<file path="config.mk">
export PLATFORM = sky130hd
export DESIGN_NAME = register_file_math_execute
export DESIGN_NICKNAME = d
export VERILOG_FILES = /design/src/design/rfme_pkg.sv /design/src/design/rfme_div.sv /design/src/design/register_file_math_execute.sv
export SDC_FILE = /design/constraint.sdc
export NUM_CORES = 2
export LEC_CHECK = 0
export ABC_AREA = 1
export BUFFER_PORTS_ARGS = -buffer_cell sky130_fd_sc_hd__buf_2
export CAP_MARGIN = 40
export CORE_MARGIN = 10
export CORE_UTILIZATION = 45
export DETAILED_ROUTE_END_ITERATION = 12
export PLACE_DENSITY_LB_ADDON = 0.05
export SYNTH_ARGS = -nofsm -noshare
export SYNTH_HDL_FRONTEND = slang
export SYNTH_HIERARCHICAL = 1
export SYNTH_SLANG_ARGS = --single-unit
</file>
<file path="constraint.sdc">
create_clock -name clk -period 10.1 [get_ports clk]
set_input_delay 0.505 -clock clk [delete_from_list [all_inputs] [get_ports clk]]
set_output_delay 0.505 -clock clk [all_outputs]
set_load 0.01 [all_outputs]
</file>
<file path="src/design/rfme_pkg.sv">
// Shared types and constants for the register-file math execute block.
// Holds the transaction layouts, operation codes and the divider handshake.
// No dependencies.
`default_nettype none

package rfme_pkg;

  localparam int DATA_W    = 32;
  localparam int IDX_W     = 4;
  localparam int IMM_W     = 16;
  localparam int S_TDATA_W = 56;
  localparam int M_TDATA_W = 40;
  localparam int M_TUSER_W = 2;

  typedef enum logic [3:0] {
    CMD_NONE = 4'd0,
    CMD_ADD  = 4'd1,
    CMD_SUB  = 4'd2,
    CMD_MULU = 4'd3,
    CMD_MULS = 4'd4,
    CMD_DIVU = 4'd5,
    CMD_DIVS = 4'd6,
    CMD_REMU = 4'd7,
    CMD_REMS = 4'd8,
    CMD_AND  = 4'd9,
    CMD_OR   = 4'd10,
    CMD_XOR  = 4'd11
  } cmd_t;

  typedef enum logic [1:0] {
    MODE_REG_REG = 2'b00,
    MODE_REG_IMM = 2'b01,
    MODE_IMM_REG = 2'b10,
    MODE_IMM_IMM = 2'b11
  } mode_t;

  typedef struct packed {
    logic              start;
    logic [DATA_W-1:0] dividend;
    logic [DATA_W-1:0] divisor;
  } div_req_t;

  typedef struct packed {
    logic              done;
    logic [DATA_W-1:0] quotient;
    logic [DATA_W-1:0] remainder;
  } div_rsp_t;

endpackage

`default_nettype wire

</file>
<file path="src/design/rfme_div.sv">
// Iterative unsigned 32-bit divider, one quotient bit per cycle.
// Depends on rfme_pkg for the request and response structs.
`default_nettype none

module rfme_div (
  input  wire logic              clk,
  input  wire logic              rst,
  input  wire rfme_pkg::div_req_t req,
  output rfme_pkg::div_rsp_t      rsp
);
  import rfme_pkg::*;

  localparam int CNT_W = $clog2(DATA_W);

  logic              busy;
  logic              done;
  logic [CNT_W-1:0]  count;
  logic [DATA_W-1:0] rem;
  logic [DATA_W-1:0] quo;
  logic [DATA_W-1:0] dsr;
  logic [DATA_W:0]   trial;
  logic [DATA_W:0]   shifted;

  // shift in the next dividend bit and try the subtraction
  assign shifted = {rem, quo[DATA_W-1]};
  assign trial   = shifted - {1'b0, dsr};

  always_ff @(posedge clk) begin
    if (rst) begin
      busy  <= 1'b0;
      done  <= 1'b0;
      count <= '0;
    end else begin
      done <= 1'b0;
      if (req.start) begin
        busy  <= 1'b1;
        count <= '0;
        rem   <= '0;
        quo   <= req.dividend;
        dsr   <= req.divisor;
      end else if (busy) begin
        if (!trial[DATA_W]) begin
          rem <= trial[DATA_W-1:0];
          quo <= {quo[DATA_W-2:0], 1'b1};
        end else begin
          rem <= shifted[DATA_W-1:0];
          quo <= {quo[DATA_W-2:0], 1'b0};
        end
        count <= count + 1'b1;
        if (count == CNT_W'(DATA_W - 1)) begin
          busy <= 1'b0;
          done <= 1'b1;
        end
      end
    end
  end

  assign rsp.done      = done;
  assign rsp.quotient  = quo;
  assign rsp.remainder = rem;

endmodule

`default_nettype wire

</file>
<file path="src/design/register_file_math_execute.sv">
// Top level of the register-file math execute block: FSM, register file and ALU.
// Depends on rfme_pkg and instantiates rfme_div for divide and remainder.
//
// Usage:
//   Input channel s_*: one transaction carries one decoded instruction. It is
//   accepted when s_tvalid and s_tready are both high. s_tready is high only
//   while the block is idle, so one instruction is in flight at a time.
//   Output channel m_*: one transaction per instruction, held in an output
//   register until m_tready is high. While it waits, the block still takes
//   and executes the next instruction; it only stalls in its final step if
//   the previous result has not yet been taken.
//   Timing: an instruction passes through the operand, calculate and finish
//   steps from acceptance to readiness for the next one; divide and remainder
//   with a non-zero divisor also wait in a divide step while the iterative
//   divider retires one quotient bit per cycle. The result appears on m_*
//   in the same cycle that s_tready rises again.
//   The register file sits in a synchronous memory with registered reads;
//   per-entry valid bits make unwritten registers read as zero.
//   Reset (rst, synchronous): valid bits cleared, so all registers read as
//   zero; FSM to idle; output channel emptied.
`default_nettype none

module register_file_math_execute #(
  parameter int REG_COUNT = 16,
  parameter int IMM_WIDTH = 16
) (
  input  wire logic                           clk,
  input  wire logic                           rst,
  input  wire logic                           s_tvalid,
  output      logic                           s_tready,
  // [3:0] command, [5:4] operand_mode, [9:6] dest_index, [13:10] src_a_index,
  // [17:14] src_b_index, [33:18] imm_first, [49:34] imm_second, rest zero
  input  wire logic [rfme_pkg::S_TDATA_W-1:0] s_tdata,
  output      logic                           m_tvalid,
  input  wire logic                           m_tready,
  // [3:0] written_index, [35:4] written_value, rest zero
  output      logic [rfme_pkg::M_TDATA_W-1:0] m_tdata,
  // [0] wrote, [1] divide_by_zero
  output      logic [rfme_pkg::M_TUSER_W-1:0] m_tuser
);
  import rfme_pkg::*;

  localparam int AW = (REG_COUNT > 1) ? $clog2(REG_COUNT) : 1;
  localparam logic [DATA_W-1:0] IMM_MASK =
    (IMM_WIDTH >= DATA_W) ? {DATA_W{1'b1}} : DATA_W'((64'd1 << IMM_WIDTH) - 64'd1);

  typedef enum logic [2:0] {
    ST_IDLE,
    ST_OPER,
    ST_CALC,
    ST_DIV,
    ST_FINISH
  } state_t;

  state_t            state;

  // latched instruction
  logic [IDX_W-1:0]  cmd;
  logic [1:0]        mode;
  logic [IDX_W-1:0]  dest;
  logic [IMM_W-1:0]  imm1;
  logic [IMM_W-1:0]  imm2;

  // register file and its read side
  logic [DATA_W-1:0]    regs [REG_COUNT];
  logic [REG_COUNT-1:0] reg_valid;
  logic [DATA_W-1:0]    rd_a;
  logic [DATA_W-1:0]    rd_b;
  logic                 rd_a_ok;
  logic                 rd_b_ok;

  // operands and result
  logic [DATA_W-1:0] opa;
  logic [DATA_W-1:0] opb;
  logic [DATA_W-1:0] res;
  logic              res_ok;
  logic              dz;

  logic              accept;
  logic              out_free;
  logic              wr_en;
  logic              dest_ok;
  logic [IDX_W-1:0]  s_src_a;
  logic [IDX_W-1:0]  s_src_b;
  logic              src_a_ok;
  logic              src_b_ok;
  logic [DATA_W-1:0] imm1_val;
  logic [DATA_W-1:0] imm2_val;
  logic [DATA_W-1:0] mul_lo;
  logic [DATA_W-1:0] mag_a;
  logic [DATA_W-1:0] mag_b;
  logic              is_signed;
  logic [DATA_W-1:0] div_res;

  div_req_t          div_req;
  div_rsp_t          div_rsp;

  assign accept   = s_tvalid && s_tready;
  assign s_tready = (state == ST_IDLE);
  assign out_free = !m_tvalid || m_tready;

  assign s_src_a  = s_tdata[13:10];
  assign s_src_b  = s_tdata[17:14];
  assign src_a_ok = 32'(s_src_a) < REG_COUNT;
  assign src_b_ok = 32'(s_src_b) < REG_COUNT;
  assign dest_ok  = 32'(dest) < REG_COUNT;

  assign imm1_val = DATA_W'(imm1) & IMM_MASK;
  assign imm2_val = DATA_W'(imm2) & IMM_MASK;

  // low half of the product is the same for signed and unsigned operands
  assign mul_lo   = opa * opb;

  assign is_signed = (cmd == CMD_DIVS) || (cmd == CMD_REMS);
  assign mag_a     = (is_signed && opa[DATA_W-1]) ? (DATA_W'(0) - opa) : opa;
  assign mag_b     = (is_signed && opb[DATA_W-1]) ? (DATA_W'(0) - opb) : opb;

  // launch the divider for every divide or remainder with a non-zero divisor
  always_comb begin
    div_req.dividend = mag_a;
    div_req.divisor  = mag_b;
    case (cmd)
      CMD_DIVU, CMD_DIVS, CMD_REMU, CMD_REMS:
        div_req.start = (state == ST_CALC) && (opb != '0);
      default:
        div_req.start = 1'b0;
    endcase
  end

  rfme_div u_div (
    .clk (clk),
    .rst (rst),
    .req (div_req),
    .rsp (div_rsp)
  );

  // restore signs: quotient negative when signs differ, remainder follows dividend
  always_comb begin
    case (cmd)
      CMD_DIVU: div_res = div_rsp.quotient;
      CMD_DIVS: div_res = (opa[DATA_W-1] ^ opb[DATA_W-1]) ?
                          (DATA_W'(0) - div_rsp.quotient) : div_rsp.quotient;
      CMD_REMS: div_res = opa[DATA_W-1] ?
                          (DATA_W'(0) - div_rsp.remainder) : div_rsp.remainder;
      default:  div_res = div_rsp.remainder;
    endcase
  end

  assign wr_en = (state == ST_FINISH) && out_free && res_ok && dest_ok;

  // register file: two registered read ports, one write port
  always_ff @(posedge clk) begin
    if (accept) begin
      rd_a    <= regs[AW'(s_src_a)];
      rd_b    <= regs[AW'(s_src_b)];
      rd_a_ok <= src_a_ok && reg_valid[AW'(s_src_a)];
      rd_b_ok <= src_b_ok && reg_valid[AW'(s_src_b)];
    end
    if (wr_en) begin
      regs[AW'(dest)] <= res;
    end
  end

  // valid bits stand in for clearing the file at reset
  always_ff @(posedge clk) begin
    if (rst) begin
      reg_valid <= '0;
    end else if (wr_en) begin
      reg_valid[AW'(dest)] <= 1'b1;
    end
  end

  always_ff @(posedge clk) begin
    if (rst) begin
      state    <= ST_IDLE;
      m_tvalid <= 1'b0;
    end else begin
      // drop the output transaction once taken, unless a new one replaces it
      if (m_tvalid && m_tready && (state != ST_FINISH)) begin
        m_tvalid <= 1'b0;
      end
      case (state)
        ST_IDLE: begin
          if (accept) begin
            cmd   <= s_tdata[3:0];
            mode  <= s_tdata[5:4];
            dest  <= s_tdata[9:6];
            imm1  <= s_tdata[33:18];
            imm2  <= s_tdata[49:34];
            state <= ST_OPER;
          end
        end
        ST_OPER: begin
          // pick operands; out-of-range or unwritten registers read as zero
          case (mode)
            MODE_REG_REG: begin
              opa <= rd_a_ok ? rd_a : '0;
              opb <= rd_b_ok ? rd_b : '0;
            end
            MODE_REG_IMM: begin
              opa <= rd_a_ok ? rd_a : '0;
              opb <= imm1_val;
            end
            MODE_IMM_REG: begin
              opa <= imm1_val;
              opb <= rd_a_ok ? rd_a : '0;
            end
            default: begin
              opa <= imm1_val;
              opb <= imm2_val;
            end
          endcase
          state <= ST_CALC;
        end
        ST_CALC: begin
          dz     <= 1'b0;
          res_ok <= 1'b1;
          state  <= ST_FINISH;
          case (cmd)
            CMD_ADD:  res <= opa + opb;
            CMD_SUB:  res <= opa - opb;
            CMD_MULU, CMD_MULS: res <= mul_lo;
            CMD_AND:  res <= opa & opb;
            CMD_OR:   res <= opa | opb;
            CMD_XOR:  res <= opa ^ opb;
            CMD_DIVU, CMD_DIVS: begin
              if (opb == '0) begin
                dz  <= 1'b1;
                res <= '1;
              end else begin
                state <= ST_DIV;
              end
            end
            CMD_REMU, CMD_REMS: begin
              if (opb == '0) begin
                dz  <= 1'b1;
                res <= opa;
              end else begin
                state <= ST_DIV;
              end
            end
            default: begin
              res_ok <= 1'b0;
              res    <= '0;
            end
          endcase
        end
        ST_DIV: begin
          // hold until the divider retires its last bit
          if (div_rsp.done) begin
            res   <= div_res;
            state <= ST_FINISH;
          end
        end
        ST_FINISH: begin
          // advance only when the output register is free
          if (out_free) begin
            m_tvalid <= 1'b1;
            m_tuser  <= {dz, res_ok && dest_ok};
            m_tdata  <= {4'd0,
                         (res_ok && dest_ok) ? res : '0,
                         (res_ok && dest_ok) ? dest : '0};
            state    <= ST_IDLE;
          end
        end
        default: state <= ST_IDLE;
      endcase
    end
  end

endmodule

`default_nettype wire

</file>
Word level (Yosys, flattened, before mapping)
Memories as Yosys holds them, arrays and structs flattened. A register that Yosys moved wholly into a read port is not among the register bits.
Cells that the tools add are included.
W data, S select, Z words.

storage, ports and cells
  flip-flop bits (word level) = 303
  latch bits = 0
  memory bits (writable) = 512
  ROM bits = 0
  input bits = 60
  output and inout port bits = 44
  word-level logic and storage cells = 146
  memories kept = 1

memory list
  memory  depth  bits a word  read ports  clocked after Yosys merged registers in  wr ports  line                              RTL
  regs    16     32           2           2                                        1         register_file_math_execute.sv:65  logic [DATA_W-1:0] regs [REG_COUNT];

operators by class
  add/subtract/negate cells = 8
  multipliers = 1
  divide/modulo/power cells = 0
  $lt $le $gt $ge = 4
  equality and inequality tests = 24
  shifts and indexed selects = 0
  mux-type cells = 43
  bitwise gates (word level) = 7
  reductions and logical operators = 34

operator list
  kind                     number
  $mux W32                 13
  $pmux W32 S8             1
  $pmux W32 S3             2
  $sub A1 B32 Y32 const A  4
  $pmux W32 S2             1
  $sub A33 B32 Y33         1
  $add A32 B32 Y32         1
  $and A32 B32 Y32         1
  $logic_not A32 Y1        1
  $mul A32 B32 Y32         1
  $or A32 B32 Y32          1
  $reduce_bool A32 Y1      1
  $sub A32 B32 Y32         1
  $xor A32 B32 Y32         1
  $eq A4 B3 Y1 const B     4
  $eq A4 B4 Y1 const B     4
  $mux W1                  16
  $mux W16                 1
  $or A16 B16 Y16          1
  $lt A4 B5 Y1 const B     3
  $mux W3                  5
  $pmux W3 S5              1
  $reduce_or A11 Y1        1
  $reduce_or A2 Y1         5
  28 further kinds         50

Logic depth before layout (Yosys ltp)
  depth after elaboration = 6
  depth in mapped cells = 38
  gate-level depth less buffers = 36

Cells and area by module
The synthesis kept the hierarchy.

modules (own cells, without submodules)
  module                      times used  cells an instance  area each (µm²)  sequential area each (µm²)
  register_file_math_execute  1           7094               59943.7          23102.2
  rfme_div                    1           956                6906.6           3022.9

Least setup slack after synthesis
No wires, ideal clock.

  path type = reg2reg
  start point = register opb[6]
  end point = register res[26] (data pin)
  setup time = 253 ps
  data arrival time = 6706 ps
  data required time = 9847 ps
  slack = 3141 ps
  stages on the path, launching flop included = 30
  buffers on the path = 2
  clock period less this slack = 6959 ps
  path through = edfxtp_1 > clkbuf_1 > clkbuf_1 > nand2_1 > inv_1 > fa_1 > fa_1 > fa_1 > inv_1 > fa_1 > inv_1 > fa_1 > inv_1 > fa_1 > inv_1 > fa_1 > fa_1 > ha_1 > nand4_1 > inv_1 > a21oi_1 > nand3_1 > a21o_1 > nand2_1 > nand2_1 > or2_2 > nand3_1 > nand3_1 > nand2_1 > nand2_1

between the ends
  word-level cells in the longest chain between the ends = 3
  elaborated cells between the ends (all ways) = 5
  those cells by class = add/sub (2); mul (1); mux (2)

ends and longest elaborated chain
  item                                      line                               RTL
  from (decl)                               register_file_math_execute.sv:74   logic [DATA_W-1:0] opb;
  from (signal assigned)                    register_file_math_execute.sv:198  opb <= rd_b_ok ? rd_b : '0;
  from (signal assigned)                    register_file_math_execute.sv:202  opb <= imm1_val;
  from (signal assigned)                    register_file_math_execute.sv:206  opb <= rd_a_ok ? rd_a : '0;
  $mul A32 B32 Y32 (tied with other cells)  register_file_math_execute.sv:112  assign mul_lo = opa * opb;
  $pmux W32 S8 *                            register_file_math_execute.sv:219  case (cmd)
  $pmux W32 S2 *                            register_file_math_execute.sv:182  case (state)
  to (signal assigned)                      register_file_math_execute.sv:220  CMD_ADD: res <= opa + opb;
  to (signal assigned)                      register_file_math_execute.sv:221  CMD_SUB: res <= opa - opb;
  to (signal assigned)                      register_file_math_execute.sv:222  CMD_MULU, CMD_MULS: res <= mul_lo;
  to (decl)                                 register_file_math_execute.sv:75   logic [DATA_W-1:0] res;

Every way passes the cells marked *; elsewhere a longest branch is shown, timed or not.
A chain may end at the register's enable or synchronous reset.

Worst setup path after layout
  start point = register opb[2]
  end point = register res[24] (data pin)

Same word-level chain as after synthesis.

==> results.sh <==
export IMPL_min_period_ps=8389
export IMPL_drv_cap=0
export IMPL_crit_fanout=19
export IMPL_drtAntennaViolNets=0
export IMPL_cpMaxStageDelayCell="edfxtp_1"
export IMPL_ys_seq_area_share_pct=39.08
export IMPL_area_growth_pct=9.620
export IMPL_die_x_um=405.4
export IMPL_cp_data_required_time_ps=10480
export IMPL_hold_viol_final=0
export IMPL_grt_pass1_wl_mm=345.1
export IMPL_coreArea_mm2=0.1477
export IMPL_grt_usage_pct=27.83
export IMPL_status="complete, no violations"
export IMPL_syn_area_per_cell_um2=8.304
export IMPL_ys_flop_type="edfxtp_1"
export IMPL_synthArstFlopShare_pct=0
export IMPL_nFillCells=14180
export IMPL_synth_edf_count=852
export IMPL_drive_gt1_share_pct=6.390
export IMPL_path_common_cell="fa_1"
export IMPL_layout_commonest_cell="nand2_1"
export IMPL_htree_levels=3
export IMPL_whs_ps=107.3
export IMPL_avgViaCountPerCell=5.564
export IMPL_critPathArrivalTime_ps=8770
export IMPL_portBuffers=93
export IMPL_netlist_instances=8050
export IMPL_overflow=0
export IMPL_fmax_ghz=0.1192
export IMPL_rsz0062_at_grt="false"
export IMPL_synth_cell_types=69
export IMPL_drc=0
export IMPL_cts_tree="built"
export IMPL_cts_path_max_buffers=3
export IMPL_grt_pass1_vias=53710
export IMPL_skew_ps=120.5
export IMPL_first_pass_iters=7
export IMPL_period_share_pct=83.06
export IMPL_startpoint_type="register"
export IMPL_slew_headroom_pct=33.26
export IMPL_worst_pin_slew_ps=990.6
export IMPL_vias=55680
export IMPL_end_kind="register"
export IMPL_wl_mm=232.4
export IMPL_cts_buffers=100
export IMPL_die_h_um=405.4
export IMPL_io_pins=104
export IMPL_cpPeakStageDelay_ps=960
export IMPL_mostFrequentLayoutCells="nand2_1, inv_1, edfxtp_1"
export IMPL_initial_core_util_pct=45.27
export IMPL_finalSetupViolCount=0
export IMPL_synth_cell_area_mm2=0.06685
export IMPL_cts_root_buf="clkbuf_16"
export IMPL_seqCellArea_mm2=0.02613
export IMPL_path_class="register to register"
export IMPL_dp_hpwl_mm=163.3
export IMPL_multi_input_area_mm2=0.03355
export IMPL_ys_warn_count=6
export IMPL_synth_seq_cells=879
export IMPL_slew_viol_final=0
export IMPL_grt_max_degree=238
export IMPL_dieArea_mm2=0.1644
export IMPL_avgRoutedWirePerCell_um=23.22
export IMPL_clock_sinks=879
export IMPL_gp_congestion=0.9821
export IMPL_clk_latency_ps=800
export IMPL_rows=141
export IMPL_tns_ps=0
export IMPL_path_clk_slew_ps=60
export IMPL_min_path_type="input pin to register"
export IMPL_antenna_found_initial=10
export IMPL_nets=8719
export IMPL_drt_initial_drc_count=5119
## through the flow
step / setup WS (ps) / cell area, um2 / cells / utilization (%)
5_1_grt: 1417 / 73280 / 10010 / 49.63
3_3_place_gp: 1851 / 69080 / 9748 / 46.78
3_5_place_dp: 1833 / 69620 / 9779 / 47.15
2_1_floorplan: 3141 / 66860 / 8053 / -
4_1_cts: 1700 / 73270 / 10000 / 49.62
6_report: 1711 / 73280 / 10010 / 49.63
## synthesized netlist by cell type, drive strengths merged, types with 27 or more instances
cell type	number	area (um2)
nand2	1936	7337
inv	1472	5525
edfxtp	852	25580
o21ai	645	3236
a21oi	593	2994
fa	410	8208
nand3	402	2049
nor2	375	1473
clkbuf	327	1229
ha	256	3203
o211ai	139	1044
buf	120	565.5
xor2	77	674.4
o221ai	71	621.9
nor3	67	415.4
nand4	34	231.5
o2111ai	33	289.0
dfxtp	27	540.5
## kinds of logic after synthesis
family                   count (synthesis)  synth area share [%]
other                                    1              0.005610
AO/OA/AOI/OAI                         1614                 13.81
flip-flops                             879                 39.08
XOR/XNOR                                90                 1.179
adder cells (fa/ha/maj)                666                 17.07
buffers and inverters                 1926                 11.00
AND/OR/NAND/NOR                       2874                 17.85
## worst max-delay path: cells and delay by family (launching register included)
| family | cells | cell delay [ps] |
|---|---|---|
| AOI/OAI and AO/OA | 6 | 1560 |
| and+or+nand+nor | 4 | 790 |
| DFF | 1 | 960 |
| buffers and inverters | 6 | 740 |
| adders and majority gates | 9 | 3910 |
## registers in the layout, summed over array words and instances (netlist names), 2 cells and up
name / cells
u_div/dsr: 32
imm2: 16
regs: 512
mode: 2
reg_valid: 16
rd_a: 32
res: 32
u_div/quo: 32
opb: 32
rd_b: 32
dest: 4
u_div/count: 5
u_div/rem: 32
m_tdata: 36
imm1: 16
opa: 32
state: 3
m_tuser: 2
cmd: 4
## worst paths after layout
check,from,to,slack [ps],cells after the start
hold reg to reg,dz,m_tuser[1],450,0
hold / removal,s_tdata[49],imm2[15],110,1
setup reg to reg,opb[2],res[24],1710,25
setup / recovery,opb[2],res[24],1710,25
## final cells by class
class	instances	area share [%]
multi-input combinational	5248	45.78
antenna	1	0.003415
timing repair buffer	285	3.259
tap	1930	3.295
clock inverter	67	0.9066
sequential	879	35.65
clock buffer	117	3.516
inverter	1479	7.589
## routing by layer
layer / track usage (%) / wire length, um / up-vias
met5: 0 / 13 / -
met4: 10.94 / 10120 / 2
met3: 3.936 / 15310 / 416
met1: 37.52 / 99450 / 27200
met2: 45.25 / 107500 / 1951
li1: - / - / 26100
## what timing repair did
action / in CTS / in global routing
hold buffers: 41 / 0
setup buffers: 0 / 0
gates resized for setup: 0 / 0
hold endpoints to repair: 41 / 0
Power is left out: the tool's default activity adds up to more than one toggle a clock period on the data nets, which glitch-free logic cannot reach.
